### src/hdl/ule_pkg.sv
// ule_pkg: shared constants, codes and structs of the utf-8 line editor
// no dependencies; imported by ule_step and utf8_line_editor
package ule_pkg;

	localparam int WidthSlots     = 256;
	localparam int SlotW          = $clog2(WidthSlots);
	localparam int MaxCapacityInt = 4096;
	localparam int CountW         = $clog2(MaxCapacityInt + 1);
	localparam int IndexW         = $clog2(MaxCapacityInt);
	localparam int WidthW         = 8;

	localparam logic [CountW-1:0] MaxCapacity = CountW'(MaxCapacityInt);
	localparam logic [CountW-1:0] CapReset    = CountW'(256);

	localparam logic [7:0] ByteBs   = 8'h08;
	localparam logic [7:0] ByteDel  = 8'h7F;
	localparam logic [7:0] ByteLf   = 8'h0A;
	localparam logic [7:0] ByteCr   = 8'h0D;
	localparam logic [7:0] ContMask = 8'hC0;
	localparam logic [7:0] ContTag  = 8'h80;

	typedef enum logic [1:0] {
		KIND_START = 2'd0,
		KIND_DATA  = 2'd1,
		KIND_END   = 2'd2
	} kind_t;

	typedef enum logic [1:0] {
		ACT_NONE   = 2'd0,
		ACT_APPEND = 2'd1,
		ACT_REMOVE = 2'd2,
		ACT_FINISH = 2'd3
	} action_t;

	typedef enum logic [1:0] {
		STAT_PROGRESS = 2'd0,
		STAT_ACCEPTED = 2'd1,
		STAT_TOO_LONG = 2'd2
	} status_t;

	typedef struct packed {
		logic              finished;
		status_t           fin_status;
		logic [CountW-1:0] byte_count;
		logic [CountW-1:0] symbol_count;
	} line_state_t;

	typedef struct packed {
		action_t           action;
		logic [IndexW-1:0] write_index;
		logic [WidthW-1:0] removed_count;
		logic [CountW-1:0] stored_length;
		status_t           status;
	} line_result_t;

	typedef struct packed {
		logic              en;
		logic [SlotW-1:0]  addr;
		logic [WidthW-1:0] data;
	} ring_wr_t;

endpackage

### src/hdl/utf8_line_editor.sv
// utf8_line_editor: line intake with utf-8 aware erase, top level
// depends on ule_pkg, ule_ring_ram and ule_step
// an item passes the execute stage, where it waits on its ring read, and then
// the result register; a stall on the result channel holds it in the execute stage
// throughput: one item per cycle while the result channel is not stalled
// a write to the ring entry just read is forwarded to the following item
// reset: counters and finished flag cleared, capacity set to 256
// the width ring is not cleared, no clearing pass after reset
module utf8_line_editor (
	input  logic        clk,
	input  logic        arst_n,
	// configuration write channel
	input  logic        cfg_valid,
	output logic        cfg_ready,
	input  logic [12:0] cfg_data,
	// input item channel
	input  logic        in_valid,
	output logic        in_ready,
	input  logic [1:0]  kind,
	input  logic [7:0]  data_byte,
	// result channel
	output logic        out_valid,
	input  logic        out_ready,
	output logic [1:0]  action,
	output logic [11:0] write_index,
	output logic [7:0]  removed_count,
	output logic [12:0] stored_length,
	output logic [1:0]  status
);
	import ule_pkg::*;

	// configuration register
	logic [CountW-1:0] cap_q;
	logic [CountW-1:0] cap_eff;

	// committed line state
	line_state_t st_q;
	line_state_t st_n;

	// execute stage: item waiting on its ring read
	logic              valid_s1;
	logic [1:0]        kind_s1;
	logic [7:0]        byte_s1;
	logic              fwd_hit_s1;
	logic [WidthW-1:0] fwd_data_s1;

	// result register
	logic         out_valid_q;
	line_result_t out_q;

	line_result_t      res;
	ring_wr_t          wr;
	logic [WidthW-1:0] rd_data;
	logic [WidthW-1:0] width;
	logic [CountW-1:0] sym_next;
	logic [SlotW-1:0]  rd_addr;
	logic              fire_s1;
	logic              in_acc;

	assign cfg_ready = 1'b1;
	assign cap_eff   = (cap_q > MaxCapacity) ? MaxCapacity : cap_q;

	// the execute stage moves on when the result register is free or drains
	assign fire_s1  = valid_s1 && (!out_valid_q || out_ready);
	assign in_ready = !valid_s1 || fire_s1;
	assign in_acc   = in_valid && in_ready;

	// read address of the new item comes from the symbol count it will see
	assign sym_next = fire_s1 ? st_n.symbol_count : st_q.symbol_count;
	assign rd_addr  = sym_next[SlotW-1:0] - 1'b1;

	// take the width just written by the previous item if it hit the same slot
	assign width = fwd_hit_s1 ? fwd_data_s1 : rd_data;

	always_ff @(posedge clk or negedge arst_n) begin
		if (!arst_n) begin
			cap_q <= CapReset;
		end else if (cfg_valid && cfg_ready) begin
			cap_q <= cfg_data;
		end
	end

	ule_ring_ram #(
		.Depth(WidthSlots),
		.Width(WidthW)
	) u_ring (
		.clk     (clk),
		.wr_en   (fire_s1 && wr.en),
		.wr_addr (wr.addr),
		.wr_data (wr.data),
		.rd_en   (in_acc),
		.rd_addr (rd_addr),
		.rd_data (rd_data)
	);

	ule_step u_step (
		.st        (st_q),
		.kind      (kind_s1),
		.data_byte (byte_s1),
		.width     (width),
		.cap_eff   (cap_eff),
		.st_n      (st_n),
		.res       (res),
		.wr        (wr)
	);

	// line state commits as the item leaves the execute stage
	always_ff @(posedge clk or negedge arst_n) begin
		if (!arst_n) begin
			st_q.finished     <= 1'b0;
			st_q.fin_status   <= STAT_PROGRESS;
			st_q.byte_count   <= '0;
			st_q.symbol_count <= '0;
		end else if (fire_s1) begin
			st_q <= st_n;
		end
	end

	always_ff @(posedge clk or negedge arst_n) begin
		if (!arst_n) begin
			valid_s1 <= 1'b0;
		end else if (in_acc) begin
			valid_s1 <= 1'b1;
		end else if (fire_s1) begin
			valid_s1 <= 1'b0;
		end
	end

	// payload of the execute stage and the forwarding capture
	always_ff @(posedge clk) begin
		if (in_acc) begin
			kind_s1     <= kind;
			byte_s1     <= data_byte;
			fwd_hit_s1  <= fire_s1 && wr.en && (wr.addr == rd_addr);
			fwd_data_s1 <= wr.data;
		end
	end

	// result register parts the execute stage from the output side
	always_ff @(posedge clk or negedge arst_n) begin
		if (!arst_n) begin
			out_valid_q <= 1'b0;
		end else if (fire_s1) begin
			out_valid_q <= 1'b1;
		end else if (out_ready) begin
			out_valid_q <= 1'b0;
		end
	end

	always_ff @(posedge clk) begin
		if (fire_s1) begin
			out_q <= res;
		end
	end

	assign out_valid     = out_valid_q;
	assign action        = out_q.action;
	assign write_index   = out_q.write_index;
	assign removed_count = out_q.removed_count;
	assign stored_length = out_q.stored_length;
	assign status        = out_q.status;

	// stored length never passes the largest store
	assert property (@(posedge clk) disable iff (!arst_n)
		out_valid |-> stored_length <= MaxCapacity)
		else $error("stored length beyond maximum capacity");

	// an append lands at the end of the line and carries no removal
	assert property (@(posedge clk) disable iff (!arst_n)
		out_valid && action == ACT_APPEND |->
			CountW'(write_index) + 1'b1 == stored_length && removed_count == '0)
		else $error("append fields inconsistent");

	// a finished line always has a final status
	assert property (@(posedge clk) disable iff (!arst_n)
		st_q.finished |-> st_q.fin_status == STAT_ACCEPTED
			|| st_q.fin_status == STAT_TOO_LONG)
		else $error("finished line without final status");

	// a stalled execute stage keeps its item and the line state
	assert property (@(posedge clk) disable iff (!arst_n)
		valid_s1 && !fire_s1 |=> valid_s1 && $stable(kind_s1) && $stable(st_q))
		else $error("execute stage lost its item while stalled");

endmodule

### src/hdl/ule_ring_ram.sv
// ule_ring_ram: generic one-write one-read synchronous ram, registered read
// no dependencies; holds the ring of character widths
module ule_ring_ram #(
	parameter int Depth = 256,
	parameter int Width = 8
) (
	input  logic                     clk,
	input  logic                     wr_en,
	input  logic [$clog2(Depth)-1:0] wr_addr,
	input  logic [Width-1:0]         wr_data,
	input  logic                     rd_en,
	input  logic [$clog2(Depth)-1:0] rd_addr,
	output logic [Width-1:0]         rd_data
);

	logic [Width-1:0] mem [Depth];

	always_ff @(posedge clk) begin
		if (wr_en) begin
			mem[wr_addr] <= wr_data;
		end
	end

	always_ff @(posedge clk) begin
		if (rd_en) begin
			rd_data <= mem[rd_addr];
		end
	end

endmodule

### src/hdl/ule_step.sv
// ule_step: per-item decision logic, next line state, result and ring write
// depends on ule_pkg
module ule_step (
	input  ule_pkg::line_state_t         st,
	input  logic [1:0]                   kind,
	input  logic [7:0]                   data_byte,
	input  logic [ule_pkg::WidthW-1:0]   width,
	input  logic [ule_pkg::CountW-1:0]   cap_eff,
	output ule_pkg::line_state_t         st_n,
	output ule_pkg::line_result_t        res,
	output ule_pkg::ring_wr_t            wr
);
	import ule_pkg::*;

	status_t           cur_status;
	logic [SlotW-1:0]  prev_slot;
	logic [WidthW-1:0] w_nz;
	logic [CountW-1:0] w_clip;

	always_comb begin
		cur_status = st.finished ? st.fin_status : STAT_PROGRESS;
		prev_slot  = st.symbol_count[SlotW-1:0] - 1'b1;
		w_nz       = (width == '0) ? WidthW'(1) : width;
		w_clip     = (CountW'(w_nz) > st.byte_count) ? st.byte_count : CountW'(w_nz);

		st_n = st;
		res.action        = ACT_NONE;
		res.write_index   = '0;
		res.removed_count = '0;
		res.stored_length = st.byte_count;
		res.status        = cur_status;
		wr.en   = 1'b0;
		wr.addr = prev_slot;
		wr.data = width + 1'b1;

		case (kind)
			KIND_START: begin
				st_n.finished     = 1'b0;
				st_n.fin_status   = STAT_PROGRESS;
				st_n.byte_count   = '0;
				st_n.symbol_count = '0;
				res.stored_length = '0;
				res.status        = STAT_PROGRESS;
			end
			KIND_END: begin
				if (!st.finished) begin
					st_n.finished   = 1'b1;
					st_n.fin_status = STAT_ACCEPTED;
					res.action      = ACT_FINISH;
					res.status      = STAT_ACCEPTED;
				end
			end
			KIND_DATA: begin
				if (st.finished) begin
					// line already over, nothing changes
				end else if (data_byte == ByteLf || data_byte == ByteCr) begin
					st_n.finished   = 1'b1;
					st_n.fin_status = STAT_ACCEPTED;
					res.action      = ACT_FINISH;
					res.status      = STAT_ACCEPTED;
				end else if (data_byte == ByteBs || data_byte == ByteDel) begin
					if (st.symbol_count != '0) begin
						st_n.symbol_count = st.symbol_count - 1'b1;
						st_n.byte_count   = st.byte_count - w_clip;
						res.stored_length = st.byte_count - w_clip;
						if (w_clip != '0) begin
							res.action        = ACT_REMOVE;
							res.removed_count = w_clip[WidthW-1:0];
						end
					end
				end else if (st.byte_count >= cap_eff) begin
					st_n.finished   = 1'b1;
					st_n.fin_status = STAT_TOO_LONG;
					res.action      = ACT_FINISH;
					res.status      = STAT_TOO_LONG;
				end else begin
					st_n.byte_count   = st.byte_count + 1'b1;
					res.action        = ACT_APPEND;
					res.write_index   = st.byte_count[IndexW-1:0];
					res.stored_length = st.byte_count + 1'b1;
					if ((data_byte & ContMask) == ContTag) begin
						// continuation widens the last character, if any
						wr.en = (st.symbol_count != '0);
					end else begin
						wr.en             = 1'b1;
						wr.addr           = st.symbol_count[SlotW-1:0];
						wr.data           = WidthW'(1);
						st_n.symbol_count = st.symbol_count + 1'b1;
					end
				end
			end
			default: begin
				// unknown kind is ignored
			end
		endcase
	end

endmodule
### config.mk
export PLATFORM = sky130hd
export DESIGN_NAME = utf8_line_editor
export DESIGN_NICKNAME = d
export VERILOG_FILES = /design/src/hdl/ule_pkg.sv /design/src/hdl/utf8_line_editor.sv /design/src/hdl/ule_ring_ram.sv /design/src/hdl/ule_step.sv
export SDC_FILE = /design/constraint.sdc
export NUM_CORES = 2
export LEC_CHECK = 0
export BUFFER_PORTS_ARGS = -buffer_cell sky130_fd_sc_hd__buf_2
export CAP_MARGIN = 10
export CORE_ASPECT_RATIO = 1.2
export CORE_MARGIN = 3
export CORE_UTILIZATION = 35
export DETAILED_ROUTE_END_ITERATION = 7
export HOLD_SLACK_MARGIN = 0.1
export PLACE_DENSITY_LB_ADDON = 0.25
export SYNTH_ARGS = -nofsm -noshare
export SYNTH_HDL_FRONTEND = slang
export SYNTH_SLANG_ARGS = --single-unit
export TNS_END_PERCENT = 5
### constraint.sdc
create_clock -name clk -period 12.8 [get_ports clk]
set_clock_uncertainty 0.1 [all_clocks]
set_input_delay 1.92 -clock clk [delete_from_list [all_inputs] [get_ports clk]]
set_output_delay 1.92 -clock clk [all_outputs]
set_load 0.01 [all_outputs]
* Word level (Yosys, flattened, before mapping)
Memories as Yosys holds them, arrays and structs flattened. A register that Yosys moved wholly into a read port is not among the register bits.
Index checks and enable logic that the tools add are counted.
** Word-level totals
- Memories kept :: 1
- Word-level logic and storage cells :: 122
- Register bits after elaboration :: 100
- Input bits :: 28
- Bits in writable memories :: 2048
- Bits in latches :: 0
- Bits in read-only memories :: 0
** Cells by class
- Magnitude comparators :: 3
- Equality and inequality tests :: 15
- $add $sub $neg :: 7
- Shifts and indexed selects :: 0
- Divide/modulo/power cells :: 0
- Multipliers :: 0
- Reductions and logical operators :: 23
- Bitwise gates (word level) :: 4
- Multiplexer cells :: 53
** Memories
- u_ring.mem :: words 256, bits a word 8, read ports 1, clocked after Yosys merged registers in 1, wr ports 1, RTL line ule_ring_ram.sv:16 : logic [Width-1:0] mem [Depth];
** Operator list (number)
- $mux 26 :: 4
- $mux 17 :: 5
- $mux 13 :: 5
- $pmux 26 s2 :: 1
- $mux 8 :: 5
- $mux 37 :: 1
- $mux 33 :: 1
- $mux 29 :: 1
- $add 13x1->13 const B :: 2
- $pmux 13 s2 :: 1
- $reduce_bool 13->1 :: 2
- $eq 8x4->1 const B :: 3
- $mux 12 :: 2
- $mux 2 :: 12
- $mux 21 :: 1
- $mux 16 :: 1
- $sub 8x1->8 const B :: 2
- $ge 13x13->1 :: 1
- $gt 13x13->1 const B :: 1
- $gt 8x13->1 :: 1
- $sub 13x1->13 const B :: 1
- $sub 13x13->13 :: 1
- $reduce_and 6->1 :: 2
- $mux 3 :: 3
- 24 further kinds :: 46

* Longest topological paths before layout
- Word-level depth :: 15
- Gate-level depth with buffers :: 32
- Depth with buffers taken out :: 31

* Hierarchy
A second synthesis with hierarchy kept.
** Unflattened totals
- Cell total of the unflattened synthesis :: 4520
- Area, all modules :: 86767.0 um^2
** Modules (own cells, without submodules)
- ule_ring_ram :: instances 1, cells an instance 3733, area an instance 79636.4 um^2, sequential area each 61739.2 um^2
- utf8_line_editor :: instances 1, cells an instance 284, area an instance 3945.0 um^2, sequential area each 2783.9 um^2
- ule_step :: instances 1, cells an instance 503, area an instance 3185.6 um^2, sequential area each 0.0 um^2

* Least setup slack after synthesis
OpenSTA, ideal clock, no wires.
- Path kind :: reg2reg
- Start :: reg cap_q[12]
- End :: reg fwd_data_s1[3] (data pin)
- Arrival time :: 8.249 ns
- Data required time :: 11.299 ns
- Stages on the path, launching flop included :: 13
- Setup slack :: 3.050 ns
- Path buffers :: 1
- Cell sequence :: dfrtp_1 -> inv_1 -> clkbuf_1 -> nand2_1 -> ha_1 -> and4_1 -> nand2_1 -> a31o_2 -> o211ai_2 -> nor2_1 -> nand2_1 -> nor2_1 -> nor2_1
** On the way
- Longest elaborated chain between the ends :: 8
** RTL lines
- start, declared :: RTL line utf8_line_editor.sv:33 : logic [CountW-1:0] cap_q;
- start signal, assigned :: RTL line utf8_line_editor.sv:77 : cap_q <= CapReset;
- start signal, assigned :: RTL line utf8_line_editor.sv:79 : cap_q <= cfg_data;
- $gt 13x13->1 :: RTL line utf8_line_editor.sv:61 : assign cap_eff = (cap_q > MaxCapacity) ? MaxCapacity : cap_q;
- $mux 13 (*) :: RTL line utf8_line_editor.sv:61
- $ge 13x13->1 (*) :: RTL line ule_step.sv:71 : end else if (st.byte_count >= cap_eff) begin
- $mux 17 (*) :: RTL line ule_step.sv:71
- $mux 17 (*) :: RTL line ule_step.sv:61 : end else if (data_byte == ByteBs || data_byte == ByteDel) begin
- $mux 17 (*) :: RTL line ule_step.sv:56 : end else if (data_byte == ByteLf || data_byte == ByteCr) begin
- $mux 17 (*) :: RTL line ule_step.sv:54 : if (st.finished) begin
- $mux 17 (*) :: RTL line ule_step.sv:36 : case (kind)
- named net u_ring.wr_data[3] :: RTL line ule_ring_ram.sv:10 : input logic [Width-1:0] wr_data,
- end signal, assigned :: RTL line utf8_line_editor.sv:135 : fwd_data_s1 <= wr.data;
- end, declared :: RTL line utf8_line_editor.sv:45 : logic [WidthW-1:0] fwd_data_s1;
Mark *: on every way through the listed nets, which the timed path passes. The rest lies on a longest branch.
A chain may end at the register's enable or synchronous reset.

* Worst setup path in the final report
- Start :: reg st_q[0] (netlist bit)
- End :: reg u_ring.rd_data[4] (read register of u_ring.mem) (data pin)
** On the way
- Longest elaborated chain between the ends :: 9
- Elaborated cells between the ends (all ways) :: 12
- Classes of those cells :: add/sub (3); mux (8); reduce/logical (1)
** RTL lines
- start, declared :: RTL line utf8_line_editor.sv:37 : line_state_t st_q;
- start signal, assigned :: RTL line utf8_line_editor.sv:115 : st_q <= st_n;
- $add 13x1->13 :: RTL line ule_step.sv:88 : st_n.symbol_count = st.symbol_count + 1'b1;
- $mux 13 :: RTL line ule_step.sv:81 : if ((data_byte & ContMask) == ContTag) begin
- $mux 26 :: RTL line ule_step.sv:71
- $mux 26 :: RTL line ule_step.sv:61
- $mux 26 :: RTL line ule_step.sv:56
- $mux 29 :: RTL line ule_step.sv:54
- $pmux 26 s2 :: RTL line ule_step.sv:36
- $mux 8 (*) :: RTL line utf8_line_editor.sv:69 : assign sym_next = fire_s1 ? st_n.symbol_count : st_q.symbol_count;
- $sub 8x1->8 (*) :: RTL line utf8_line_editor.sv:70 : assign rd_addr = sym_next[SlotW-1:0] - 1'b1;
- end, declared :: RTL line ule_ring_ram.sv:13 : output logic [Width-1:0] rd_data
Every way passes the cells marked *; elsewhere a longest branch is shown, timed or not. The select of a mux whose other input is x is not followed.

==> qor.yml <==
yosys_warnings: 0
maxCapViolCount: 0
slew_headroom_pct: 16.2
syn_to_final_growth_pct: 12.0
seqCellArea_um2: 64500
cts_tree: "built"
hold_violations: 0
min_path_type: "reg2reg"
syn_nets: 4555
drtAntennaViolNets: 0
grt_pass1_vias: 45255
cp_data_required_time_ns: 13.27
io_pins: 68
rsz0062_at_grt: "false"
port_buffers: 66
num_rows: 200
drcViolationCount: 0
clockRootBuffer: "clkbuf_16"
wirelength_um: 234000
p_per_area_nw_per_um2: 219
hold_buffers: 0
grt_max_degree: 226
final_cells: 7985
cts_max_level: 4
firstDrtPassIters: 5
cts_resized: 0
drv_slew: 0
cp-end-kind: "flop"
dp_hpwl_um: 139000
critPathMostFrequentCell: "buf_4"
place_congestion: 0.856
yosysSeqAreaShare_pct: 73.9
status: "finished clean"
pre_cts_ws_ns: 4.03
die_h_um: 553
final_cell_mix: "edfxtp_1 (2112), mux4_2 (561), nor2_1 (354), nand2_1 (315), clkbuf_16 (214)"
syn_avg_cell_area_um2: 19.5
worstPathMaxFanout: 92
critPathSlowestCell: "a31oi_1"
leakage_uw: 0.0301
fmax_mhz: 122
yosysUniqueCellTypes: 99
dieArea_um2: 255000
initial_core_util_pct: 35.2
setup.worst_path.start: "st_q[0]"
setup_viol: 0
async_flop_share_pct: 2.04
final.period_utilization_pct: 64.2
synth_area_um2: 87300
syn_inst: 4486
timing.final.ws_setup_ns: 4.58
grt.total_usage_pct: 18.1
clk_latency_ns: 0.86
multiInputGateArea_um2: 21300
num_vias: 44227
peakVddDrop_uv: 247
dp.cells: 7607
worstReg2RegStart: "st_q[0]"
synth_seq_cells: 2156
postCtsSetupBuffers: 0
routedWlPerCell_um: 29.3
critical-path-max-stage-delay_ns: 0.72
clock-sinks: 2156
worst_pin_slew_ns: 1.25
layout_commonest_cell: "edfxtp_1"
fillers: 22094
ys.flop_type: "edfxtp_1"
nets: 4658
fin_tns_setup_ns: 0
worstPathArrival_ns: 8.69
overflow: 0
clk_pin_slew_worst_paths_ns: 0.07
drive_gt1_share_pct: 22.9
antenna_found_initial: 10
cts_made_buffers: 211
drt_iter0_markers: 4561
worstHoldStart: "st_q[27]"
crit_path_start_kind: "flop"
via_per_inst: 5.54
critical_path_class: "reg2reg"
fin_crit_ns: 8.22
synth-edff-count: 2112
reg2reg_depth: 18
cts.path.max_buffers: 4
crit_chain: "inv_1, ha_1, nor3b_2, and4_1, o211ai_1, a21oi_1, a2111o_1, clkinv_16, or3_4, nor3_4, or2_4, buf_4, buf_4, mux2i_1, a32oi_1, a41o_1, a31oi_1, nor4_1"
grt_pass1_wl_um: 337000
core_um2: 248000
die_w_um: 462
whs_path_depth: 2
-- registers in the layout (all words and copies together), names as in the netlist --
signal,count
action,2
out_valid,1
status,2
fwd_data_s1,8
fwd_hit_s1,1
removed_count,8
u_ring.rd_data,8
stored_length,13
write_index,12
kind_s1,2
st_q,29
u_ring.mem,2048
cap_q,13
valid_s1,1
byte_s1,8
-- through the flow --
step / power [uW] / utilization [%] / cell area (um^2) / hold slack (ns)
2_1_floorplan: 13200 / - / 87300 / 0.344
3_3_place_gp: 15500 / 36.8 / 91200 / 0.371
3_5_place_dp: 15600 / 36.8 / 91200 / 0.372
4_1_cts: 21600 / 39.4 / 97700 / 0.391
5_1_grt: 22200 / 39.4 / 97700 / 0.423
6_report: 21400 / 39.5 / 97700 / 0.388
-- final cells by class --
class	count	area share, %
Inverter	42	0.188
Multi-Input combinational cell	2025	21.8
Tap cell	3232	4.14
Timing Repair Buffer	153	1.15
Clock inverter	115	1.04
Sequential cell	2156	66.0
Clock buffer	256	5.66
Antenna cell	6	0.0154
-- logic make-up after synthesis --
group	after synthesis	share of synthesized area [%]
mux	673	15.8
fa+ha+maj	41	0.596
buf+inv	305	1.84
xor+xnor	38	0.381
other cells	1	0.00430
flops	2156	73.9
simple gates	930	4.71
compound gates	342	2.72
-- routing by layer --
layer	GRT usage, %	share of wire, %	wire, um
met2	31.2	51	120000
met1	24.0	40	93900
met3	2.45	5.8	13700
met5	0	0.0047	11
met4	5.27	3.0	7090
-- power by group --
part	total, uW	leakage, uW	switching [uW]	internal, uW
registers	9200	0.0197	65.5	9130
logic	6160	0.00721	4360	1800
clock network	6050	0.00319	2640	3400
-- Yosys cell counts, types with 9 or more instances --
| cell type | number | area share, % |
|---|---|---|
| mux2_2 | 29 | 0.37 |
| nand3_1 | 69 | 0.40 |
| o31ai_1 | 10 | 0.086 |
| a21oi_1 | 60 | 0.34 |
| o21a_1 | 11 | 0.095 |
| buf_2 | 32 | 0.18 |
| mux2i_1 | 83 | 0.95 |
| nand4_1 | 29 | 0.21 |
| buf_4 | 27 | 0.23 |
| and2_1 | 9 | 0.065 |
| xnor2_1 | 28 | 0.28 |
| a22oi_1 | 14 | 0.12 |
| dfrtp_1 | 43 | 1.2 |
| buf_1 | 11 | 0.047 |
| a31oi_1 | 26 | 0.19 |
| ha_1 | 40 | 0.57 |
| buf_6 | 31 | 0.40 |
| xor2_1 | 10 | 0.10 |
| o22ai_1 | 18 | 0.13 |
| nor3_1 | 27 | 0.15 |
| o21ai_0 | 65 | 0.37 |
| a32oi_1 | 11 | 0.11 |
| inv_1 | 37 | 0.16 |
| o211ai_1 | 14 | 0.12 |
| and3_1 | 25 | 0.18 |
| nor2_1 | 365 | 1.6 |
| nand2_1 | 325 | 1.4 |
| a32o_1 | 9 | 0.10 |
| edfxtp_1 | 2112 | 73 |
| nor4_1 | 13 | 0.093 |
| mux4_2 | 561 | 14 |
| clkbuf_1 | 156 | 0.67 |
-- critical path: cells and delay by family, from the launching register on --
kind | cells | cell delay [ns]
AND/OR/NAND/NOR | 6 | 2.42
buffers and inverters | 4 | 1.89
flip-flops | 1 | 0.51
adder cells (fa/ha/maj) | 1 | 0.39
AO/OA/AOI/OAI | 6 | 2.19
multiplexers | 1 | 0.26
-- path summary, 6_finish.rpt --
path,slack [ns],end
max reg2reg,4.58,u_ring.rd_data[4]
max,4.58,u_ring.rd_data[4]
min in group asynchronous,0.85,cap_q[6]
max in group asynchronous,11.25,st_q[9]
min reg2reg,0.39,st_q[27]
min,0.39,st_q[27]
Power figures use the tool's default switching activity.
